### src/rtl/imufs_pkg.sv
// ----------------------------------------------------------------------------
// imufs_pkg
// shared constants and types for the imu frame sync parser
// ----------------------------------------------------------------------------
package imufs_pkg;

   localparam int unsigned BYTE_W   = 8;
   localparam int unsigned SAMPLE_W = 16;
   localparam int unsigned GAIN_W   = 16;
   localparam int unsigned RESULT_W = 32;
   localparam int unsigned CSR_IDX_W = 2;
   localparam int unsigned NUM_AXES = 3;

   localparam logic [BYTE_W-1:0] SYNC_BYTE        = 8'h5A;
   localparam logic [GAIN_W-1:0] ACCEL_GAIN_RESET = 16'd655;
   localparam logic [GAIN_W-1:0] RATE_GAIN_RESET  = 16'd66;

   localparam logic [CSR_IDX_W-1:0] CSR_ACCEL_GAIN = 2'd0;
   localparam logic [CSR_IDX_W-1:0] CSR_RATE_GAIN  = 2'd1;

   typedef logic signed [SAMPLE_W-1:0] sample_type;
   typedef logic signed [RESULT_W-1:0] result_type;

   // raw samples of one good frame, handed from the checker to the scaler
   typedef struct packed {
      logic                      valid;
      sample_type [NUM_AXES-1:0] accel;
      sample_type [NUM_AXES-1:0] rate;
   } frame_type;

endpackage

### src/rtl/imu_frame_sync_parser_top.sv
// ----------------------------------------------------------------------------
// imu_frame_sync_parser_top
// frame sync, additive checksum and sample scaling for an imu byte stream
// ----------------------------------------------------------------------------
// req_ carries one received byte per beat. the block keeps a sliding window
// of FRAME_LEN bytes; a frame is good when it starts with two 0x5A bytes and
// its last byte equals the 8-bit sum of the others. a bad window drops its
// oldest byte. a good frame gives one rsp_ beat of six Q15.16 samples
// (raw sample times accel_gain or rate_gain) and empties the window.
// csr_ writes the gains (index 0 accel, 1 rate); other indexes are ignored.
// throughput: one byte per cycle while req_ready is high, set by the running checksum register.
// path: the closing byte's beat loads the raw sample register; the multiplier
// result register takes it over whenever that register is empty or its beat
// is taken, and rsp_valid shows that the result register holds a beat.
// if rsp_ready is low, one further good frame is held in the sample register;
// req_ready drops only while both registers are full.
// reset clears the window bytes, window count, checksum, both valid flags
// and sets the gains to their defaults; there is no clearing pass.
// ----------------------------------------------------------------------------
module imu_frame_sync_parser_top
   import imufs_pkg::*;
#(
   parameter int unsigned FRAME_LEN = 21
) (
   input  logic                 clock,
   input  logic                 reset,
   input  logic                 req_valid,
   output logic                 req_ready,
   input  logic [BYTE_W-1:0]    req_rx_byte,
   output logic                 rsp_valid,
   input  logic                 rsp_ready,
   output logic signed [RESULT_W-1:0] rsp_accel_x,
   output logic signed [RESULT_W-1:0] rsp_accel_y,
   output logic signed [RESULT_W-1:0] rsp_accel_z,
   output logic signed [RESULT_W-1:0] rsp_rate_x,
   output logic signed [RESULT_W-1:0] rsp_rate_y,
   output logic signed [RESULT_W-1:0] rsp_rate_z,
   input  logic                 csr_write,
   input  logic [CSR_IDX_W-1:0] csr_index,
   input  logic [GAIN_W-1:0]    csr_wdata
);

   logic [GAIN_W-1:0]         accel_gain_ff;
   logic [GAIN_W-1:0]         rate_gain_ff;
   frame_type                 frame;
   logic                      frame_advance;
   logic                      byte_fire;
   result_type [NUM_AXES-1:0] accel;
   result_type [NUM_AXES-1:0] rate;

   assign req_ready = !frame.valid || frame_advance;
   assign byte_fire = req_valid && req_ready;

   always_ff @(posedge clock) begin
      if (reset) begin
         accel_gain_ff <= ACCEL_GAIN_RESET;
         rate_gain_ff  <= RATE_GAIN_RESET;
      end else if (csr_write) begin
         case (csr_index)
            CSR_ACCEL_GAIN: accel_gain_ff <= csr_wdata;
            CSR_RATE_GAIN:  rate_gain_ff  <= csr_wdata;
            default: ;
         endcase
      end
   end

   imufs_frame_check #(
      .FRAME_LEN(FRAME_LEN)
   ) u_check (
      .clock         (clock),
      .reset         (reset),
      .byte_fire     (byte_fire),
      .rx_byte       (req_rx_byte),
      .frame_advance (frame_advance),
      .frame         (frame)
   );

   imufs_scale u_scale (
      .clock         (clock),
      .reset         (reset),
      .frame         (frame),
      .accel_gain    (accel_gain_ff),
      .rate_gain     (rate_gain_ff),
      .frame_advance (frame_advance),
      .out_valid     (rsp_valid),
      .out_ready     (rsp_ready),
      .accel         (accel),
      .rate          (rate)
   );

   assign rsp_accel_x = accel[0];
   assign rsp_accel_y = accel[1];
   assign rsp_accel_z = accel[2];
   assign rsp_rate_x  = rate[0];
   assign rsp_rate_y  = rate[1];
   assign rsp_rate_z  = rate[2];

endmodule

### src/rtl/imufs_frame_check.sv
// ----------------------------------------------------------------------------
// imufs_frame_check
// byte window, running checksum, sync and sum check, raw sample register
// ----------------------------------------------------------------------------
module imufs_frame_check
   import imufs_pkg::*;
#(
   parameter int unsigned FRAME_LEN = 21
) (
   input  logic              clock,
   input  logic              reset,
   input  logic              byte_fire,
   input  logic [BYTE_W-1:0] rx_byte,
   input  logic              frame_advance,
   output frame_type         frame
);

   localparam int unsigned CNT_W = $clog2(FRAME_LEN);
   localparam logic [CNT_W-1:0] LAST_CNT = CNT_W'(FRAME_LEN - 1);

   // window position 0 is oldest; a new byte enters at the top
   logic [BYTE_W-1:0] win_ff [FRAME_LEN];
   logic [BYTE_W-1:0] sum_ff, sum_in;
   logic [CNT_W-1:0]  cnt_ff, cnt_in;
   frame_type         frame_ff, frame_in;
   logic              hit;

   assign hit = byte_fire && (cnt_ff == LAST_CNT) &&
                (win_ff[1] == SYNC_BYTE) && (win_ff[2] == SYNC_BYTE) &&
                (sum_ff == rx_byte);

   // sum of window positions 1 to top after the shift
   assign sum_in = byte_fire ? (sum_ff - win_ff[1] + rx_byte) : sum_ff;

   always_comb begin
      cnt_in = cnt_ff;
      if (byte_fire) begin
         if (cnt_ff == LAST_CNT) begin
            cnt_in = hit ? '0 : LAST_CNT;
         end else begin
            cnt_in = cnt_ff + 1'b1;
         end
      end
   end

   always_comb begin
      frame_in = frame_ff;
      if (frame_advance) begin
         frame_in.valid = 1'b0;
      end
      if (hit) begin
         frame_in.valid = 1'b1;
         for (int k = 0; k < NUM_AXES; k++) begin
            frame_in.accel[k] = {win_ff[3+2*k], win_ff[4+2*k]};
            frame_in.rate[k]  = {win_ff[9+2*k], win_ff[10+2*k]};
         end
      end
   end

   always_ff @(posedge clock) begin
      if (reset) begin
         cnt_ff         <= '0;
         sum_ff         <= '0;
         frame_ff.valid <= 1'b0;
         for (int i = 0; i < FRAME_LEN; i++) begin
            win_ff[i] <= '0;
         end
      end else begin
         cnt_ff   <= cnt_in;
         sum_ff   <= sum_in;
         frame_ff <= frame_in;
         if (byte_fire) begin
            for (int i = 0; i < FRAME_LEN - 1; i++) begin
               win_ff[i] <= win_ff[i+1];
            end
            win_ff[FRAME_LEN-1] <= rx_byte;
         end
      end
   end

   assign frame = frame_ff;

endmodule

### src/rtl/imufs_scale.sv
// ----------------------------------------------------------------------------
// imufs_scale
// gain multipliers and result register
// ----------------------------------------------------------------------------
module imufs_scale
   import imufs_pkg::*;
(
   input  logic                clock,
   input  logic                reset,
   input  frame_type           frame,
   input  logic [GAIN_W-1:0]   accel_gain,
   input  logic [GAIN_W-1:0]   rate_gain,
   output logic                frame_advance,
   output logic                out_valid,
   input  logic                out_ready,
   output result_type [NUM_AXES-1:0] accel,
   output result_type [NUM_AXES-1:0] rate
);

   logic                       valid_ff;
   result_type [NUM_AXES-1:0]  accel_ff, accel_in;
   result_type [NUM_AXES-1:0]  rate_ff, rate_in;
   logic signed [RESULT_W-1:0] accel_prod [NUM_AXES];
   logic signed [RESULT_W-1:0] rate_prod [NUM_AXES];

   assign frame_advance = !valid_ff || out_ready;

   // sample sign extended, gain zero extended; the low 32 bits are exact
   always_comb begin
      for (int k = 0; k < NUM_AXES; k++) begin
         accel_prod[k] = RESULT_W'(frame.accel[k]) * $signed(RESULT_W'(accel_gain));
         rate_prod[k]  = RESULT_W'(frame.rate[k]) * $signed(RESULT_W'(rate_gain));
         accel_in[k]   = accel_prod[k];
         rate_in[k]    = rate_prod[k];
      end
   end

   always_ff @(posedge clock) begin
      if (reset) begin
         valid_ff <= 1'b0;
      end else if (frame_advance) begin
         valid_ff <= frame.valid;
         if (frame.valid) begin
            accel_ff <= accel_in;
            rate_ff  <= rate_in;
         end
      end
   end

   assign out_valid = valid_ff;
   assign accel     = accel_ff;
   assign rate      = rate_ff;

endmodule

### config.mk
export PLATFORM = sky130hd
export DESIGN_NAME = imu_frame_sync_parser_top
export DESIGN_NICKNAME = d
export VERILOG_FILES = /design/src/rtl/imufs_pkg.sv /design/src/rtl/imu_frame_sync_parser_top.sv /design/src/rtl/imufs_frame_check.sv /design/src/rtl/imufs_scale.sv
export SDC_FILE = /design/constraint.sdc
export NUM_CORES = 2
export LEC_CHECK = 0
export ABC_CLOCK_PERIOD_IN_PS = 17900
export BUFFER_PORTS_ARGS = -buffer_cell sky130_fd_sc_hd__buf_2
export CORE_ASPECT_RATIO = 2
export CORE_MARGIN = 5
export CORE_UTILIZATION = 66
export CTS_CLUSTER_DIAMETER = 30
export CTS_CLUSTER_SIZE = 40
export DETAILED_ROUTE_END_ITERATION = 7
export PLACE_DENSITY = 0.84
export REMOVE_ABC_BUFFERS = 1
export SLEW_MARGIN = 20
export SYNTH_ARGS = -nofsm -noshare
export SYNTH_HDL_FRONTEND = slang
export SYNTH_HIERARCHICAL = 1
export SYNTH_SLANG_ARGS = --single-unit
export TNS_END_PERCENT = 10
### constraint.sdc
create_clock -name clock -period 17.9 [get_ports clock]
set_input_delay 1.79 -clock clock [delete_from_list [all_inputs] [get_ports clock]]
set_output_delay 1.79 -clock clock [all_outputs]
set_load 0.02 [all_outputs]
After elaboration in Yosys (flattened, before gate mapping)

Memory sizes are Yosys's and may differ from the RTL's.
Index checks and enable logic that the tools add are counted.

Memory bits (read-only): 0
Memories kept: 1
Flip-flop bits (word level): 335
Bits in latches: 0
Word-level logic and storage cells: 100
RAM bits: 168
Output and inout port bits: 194
Input port bits: 31

Memory list:

| name           | depth | bits a word | rd ports | clocked after memory_dff | write ports | line                    | RTL |
|---|---|---|---|---|---|---|---|
| u_check.win_ff | 21    | 8           | 20       | 0                        | 21          | imufs_frame_check.sv:22 | `logic [BYTE_W-1:0] win_ff [FRAME_LEN];` |

Equal/unequal tests: 5
Multiplexer cells: 30
Bitwise operators: 22
Div/mod/pow operators: 0
Reductions and logical operators: 15
$add $sub $neg: 3
Multiply operators: 6
Shift-type cells: 0
Order comparisons: 0

Operators with widths:

| cell                  | number |
|---|---|
| $mul A16 B17 Y32      | 6 |
| $mux W8               | 21 |
| $mux W97              | 1 |
| $or A1 B1 Y1          | 21 |
| $eq A8 B7 Y1 const B  | 2 |
| $mux W5               | 2 |
| $add A8 B8 Y8         | 1 |
| $eq A8 B8 Y1          | 1 |
| $sub A8 B8 Y8         | 1 |
| $mux W1               | 6 |
| $reduce_and A2 Y1     | 3 |
| $add A5 B1 Y5 const B | 1 |
| $eq A5 B5 Y1 const B  | 1 |
| $logic_and A1 B1 Y1   | 5 |
| $reduce_and A3 Y1     | 1 |
| $eq A2 B1 Y1 const B  | 1 |
| $logic_not A1 Y1      | 2 |
| $logic_not A2 Y1      | 1 |
| $logic_or A1 B1 Y1    | 2 |
| $reduce_bool A2 Y1    | 1 |
| $not A1 Y1            | 1 |

Longest topological paths before layout

Word-level depth: 10
Depth in mapped cells: 25
Depth with buffers taken out: 23

By module

Netlist, hierarchy kept.

By module, submodules not included:

| module                    | area an instance (µm²) | times used | cells each |
|---|---|---|---|
| imufs_scale               | 57,815.4               | 1          | 6,218 |
| imufs_frame_check         | 10,052.1               | 1          | 596 |
| imu_frame_sync_parser_top | 1,357.6                | 1          | 134 |

Least setup slack after synthesis

Ideal clock, no wire load.

Path kind: input port to flip-flop
Start: input reset
End: register u_scale.accel_ff (netlist bit u_scale/accel[0]), enable pin
Data required time: 16,878 ps
Cell stages on the path: 1
Path slack: 1,189 ps
Arrival time: 15,689 ps
Setup time: 1,022 ps
Cell sequence: nor3b_1

Word-level cells in the longest chain between the ends: 2

Ends and longest elaborated chain:

| item                               | line                            | RTL |
|---|---|---|
| start, declared                    | imu_frame_sync_parser_top.sv:26 | `input logic reset,` |
| $not A1 Y1 (no source line)        | -                               |  |
| $reduce_and A3 Y1 (no source line) | -                               |  |
| end signal, assigned               | imufs_scale.sv:44               | `accel_ff <= accel_in;` |
| end, declared                      | imufs_scale.sv:21               | `result_type [NUM_AXES-1:0] accel_ff, accel_in;` |

Every way passes these cells.
A chain may end at the register's enable or synchronous reset.

==> impl_metrics.tcl <==
set metrics [dict create \
    start_kind "register" \
    syn2layout_area_growth_pct 6.80 \
    final_nets 8908 \
    synth_top_area_share_pct 33.9 \
    gp_congestion 0.968 \
    vias_per_cell 5.86 \
    grt_pass1_wl_um 277000 \
    postCtsSetupBuffers 0 \
    setup_viol 0 \
    fillCellCount 7276 \
    p_per_area_nw_per_um2 75.2 \
    cts_tree "built" \
    synthCells 6948 \
    io_pins 225 \
    worstSkewPairLatency_ns 0.70 \
    hold_path.class "reg2reg" \
    dp_hpwl_um 131000 \
    dpl.cell_count 8277 \
    max-slew-margin-rel_pct 29.8 \
    die-area_sq_um 112000 \
    critPathArrivalTime_ns 7.65 \
    final_antenna_net_count 0 \
    rows 168 \
    synth_edf_count 448 \
    yosysWarningCount 6 \
    end_kind "register" \
    clkSinkCount 495 \
    grt_max_degree 92 \
    cts_hold_buf 0 \
    syn-cell-area_sq_um 69200 \
    die_h_um 468 \
    finalWirelength_um 176000 \
    p_leak_uw 0.0364 \
    async_flop_share_pct 0 \
    cts_buffer_depth 3 \
    synth-main-ff-cell "edfxtp_1" \
    synth_seq_cells 495 \
    maxCapViolations 0 \
    clockRootBuffer "clkbuf_16" \
    reg2regPathDepth 22 \
    power.switching_uw 2200 \
    yosys-top-cells-count "inv_1, fa_1, and2_1, nand2_1, ha_1" \
    syn_avg_cell_area_sq_um 9.96 \
    required_ns 18.34 \
    pwr-share-seq_pct 25.8 \
    dr_total_vias 49300 \
    post-synth-top-count-cell "inv_1" \
    rsz0062_at_grt "no" \
    internal_power_uw 3350 \
    netlist_top_cells_area "fa_1, edfxtp_1, ha_1, inv_1, and2_1" \
    first_global_vias 55200 \
    drt_iter0_drc 3433 \
    post-route-period-util_pct 40.3 \
    antenna_found_initial 8 \
    share_comb_of_total_power_pct 46.4 \
    crit_path_start "rate_gain_ff[7]$_SDFFE_PP0P_" \
    cts_resized 0 \
    pwr-share-clk_pct 27.8 \
    crit_type "reg2reg" \
    ys_seq_area_share_pct 20.8 \
    stdcell_count 8420 \
    path_clk_slew_ns 0.08 \
    core-area_sq_um 104000 \
    drive_gt1_share_pct 6.04 \
    path_max_fanout 36 \
    final.setup.tns_ns 0 \
    remaining_drc_errors 0 \
    hold_violations 0 \
    fin_skew_ns 0.0354 \
    worstReg2RegStart "rate_gain_ff[7]$_SDFFE_PP0P_" \
    grt.total_usage_pct 31.8 \
    yosysTopAreaCell "fa_1" \
    status "complete, no violations" \
    cts_made_buffers 75 \
    yosysUniqueCellTypes 81 \
    irDropWorstVdd_uv 97.8 \
    port_buffers 224 \
    tightest_slew_ns 1.05 \
    holdCritStartpoint "u_check/win_ff[0][119]$_SDFFCE_PN0P_" \
    power.total_uw 5560 \
    slew_viol_final 0 \
    fin_util_pct 70.8 \
    finalCriticalPeriod_ns 7.21 \
    switching_share_pct 39.7 \
    whs_path_depth 0 \
    wl_per_cell_um 20.8 \
    overflow 0 \
    htreeDepth 3 \
    initial_core_util_pct 66.3 \
    fmax_mhz 139 \
    first_pass_iters 6 \
    die_x_um 239 \
]
[area by class of cell]
type	count	area, sq um	area share (%)
clock buffers	80	1960	2.65
inverters	1501	5640	7.63
well taps	1360	1700	2.30
flip-flops and latches	495	14400	19.5
diodes	5	12.5	0.0169
multi-input cells	4655	48100	65.0
repair buffers	266	1440	1.94
clock inverters	58	712	0.963
[metrics by stage]
stage          setup slack [ns]  hold WS (ns)  instance area, sq um
2_1_floorplan              1.19         0.417                 68100
3_3_place_gp              10.95         0.423                 71300
3_5_place_dp              10.76         0.423                 71300
4_1_cts                   10.79         0.432                 73900
5_1_grt                   10.20         0.445                 73900
6_report                  10.69         0.438                 73900
[state kept, by name, summed over array words and instances (netlist names)]
| register | cells |
|---|---|
| u_check/sum_ff | 8 |
| u_check/frame | 97 |
| u_scale/out_valid | 1 |
| u_check/cnt_ff | 5 |
| rate_gain_ff | 16 |
| accel_gain_ff | 16 |
| u_scale/rate | 96 |
| u_check/win_ff | 160 |
| u_scale/accel | 96 |
[layout by cell type (no fill, tap or decap), types with 53 or more instances in the layout]
| cell type | count |
|---|---|
| fa_1 | 1171 |
| edfxtp_1 | 448 |
| and2_1 | 850 |
| nand2b_1 | 97 |
| nand2_1 | 812 |
| inv_1 | 1496 |
| a21oi_1 | 144 |
| xor2_1 | 53 |
| xnor2_1 | 142 |
| buf_2 | 224 |
| nor2_1 | 159 |
| o21ai_0 | 60 |
| clkbuf_16 | 78 |
| a21o_1 | 92 |
| ha_1 | 712 |
[worst max-delay path, cell delays in order, from the launching register on]
cell	delay, ns
dfxtp_1	0.59
buf_4	0.50
and2_1	0.23
fa_1	0.41
inv_1	0.08
fa_1	0.43
fa_1	0.52
inv_1	0.05
fa_1	0.49
fa_1	0.51
inv_1	0.06
fa_1	0.48
inv_1	0.05
ha_1	0.39
and4_1	0.30
a21boi_0	0.21
a41oi_1	0.09
a21oi_1	0.27
o221ai_1	0.24
o41ai_1	0.56
a211o_1	0.21
a21oi_1	0.09
xnor2_1	0.15
[final timing paths]
path	to	slack, ns
setup / recovery	u_scale/rate[94]$_DFFE_PP_	10.69
setup reg to reg	u_scale/rate[94]$_DFFE_PP_	10.69
hold / removal	u_check/frame[39]$_DFFE_PP_	0.44
hold reg to reg	u_check/frame[39]$_DFFE_PP_	0.44
[per-layer routing]
layer / track usage (%) / routed length, um / vias to the layer above
met5: 0 / 11 / -
met4: 23.6 / 15900 / 2
met3: 5.21 / 11900 / 990
met2: 58.2 / 92800 / 2340
met1: 32.0 / 55000 / 24700
li1: - / - / 21200
[cell families after synthesis]
kind of cell    after synthesis  share of synthesized area (%)
simple gates               2083                           15.3
buf+inv                    1798                           9.79
compound gates              458                           4.38
xor+xnor                    195                           2.47
flops                       495                           20.8
mux                          36                          0.521
fa+ha+maj                  1883                           46.7
[power groups by stage]
stage | clock network [uW] | registers (uW) | logic [uW]
final | 1550 | 1430 | 2580
after global routing | 1630 | 1440 | 2890
after CTS | 1580 | 1430 | 2570
after detailed placement | 0 | 1460 | 2530
after global placement | 0 | 1460 | 2450
after floorplan | 0 | 1460 | 1910
Note: power is estimated with default switching activity, not from simulation.
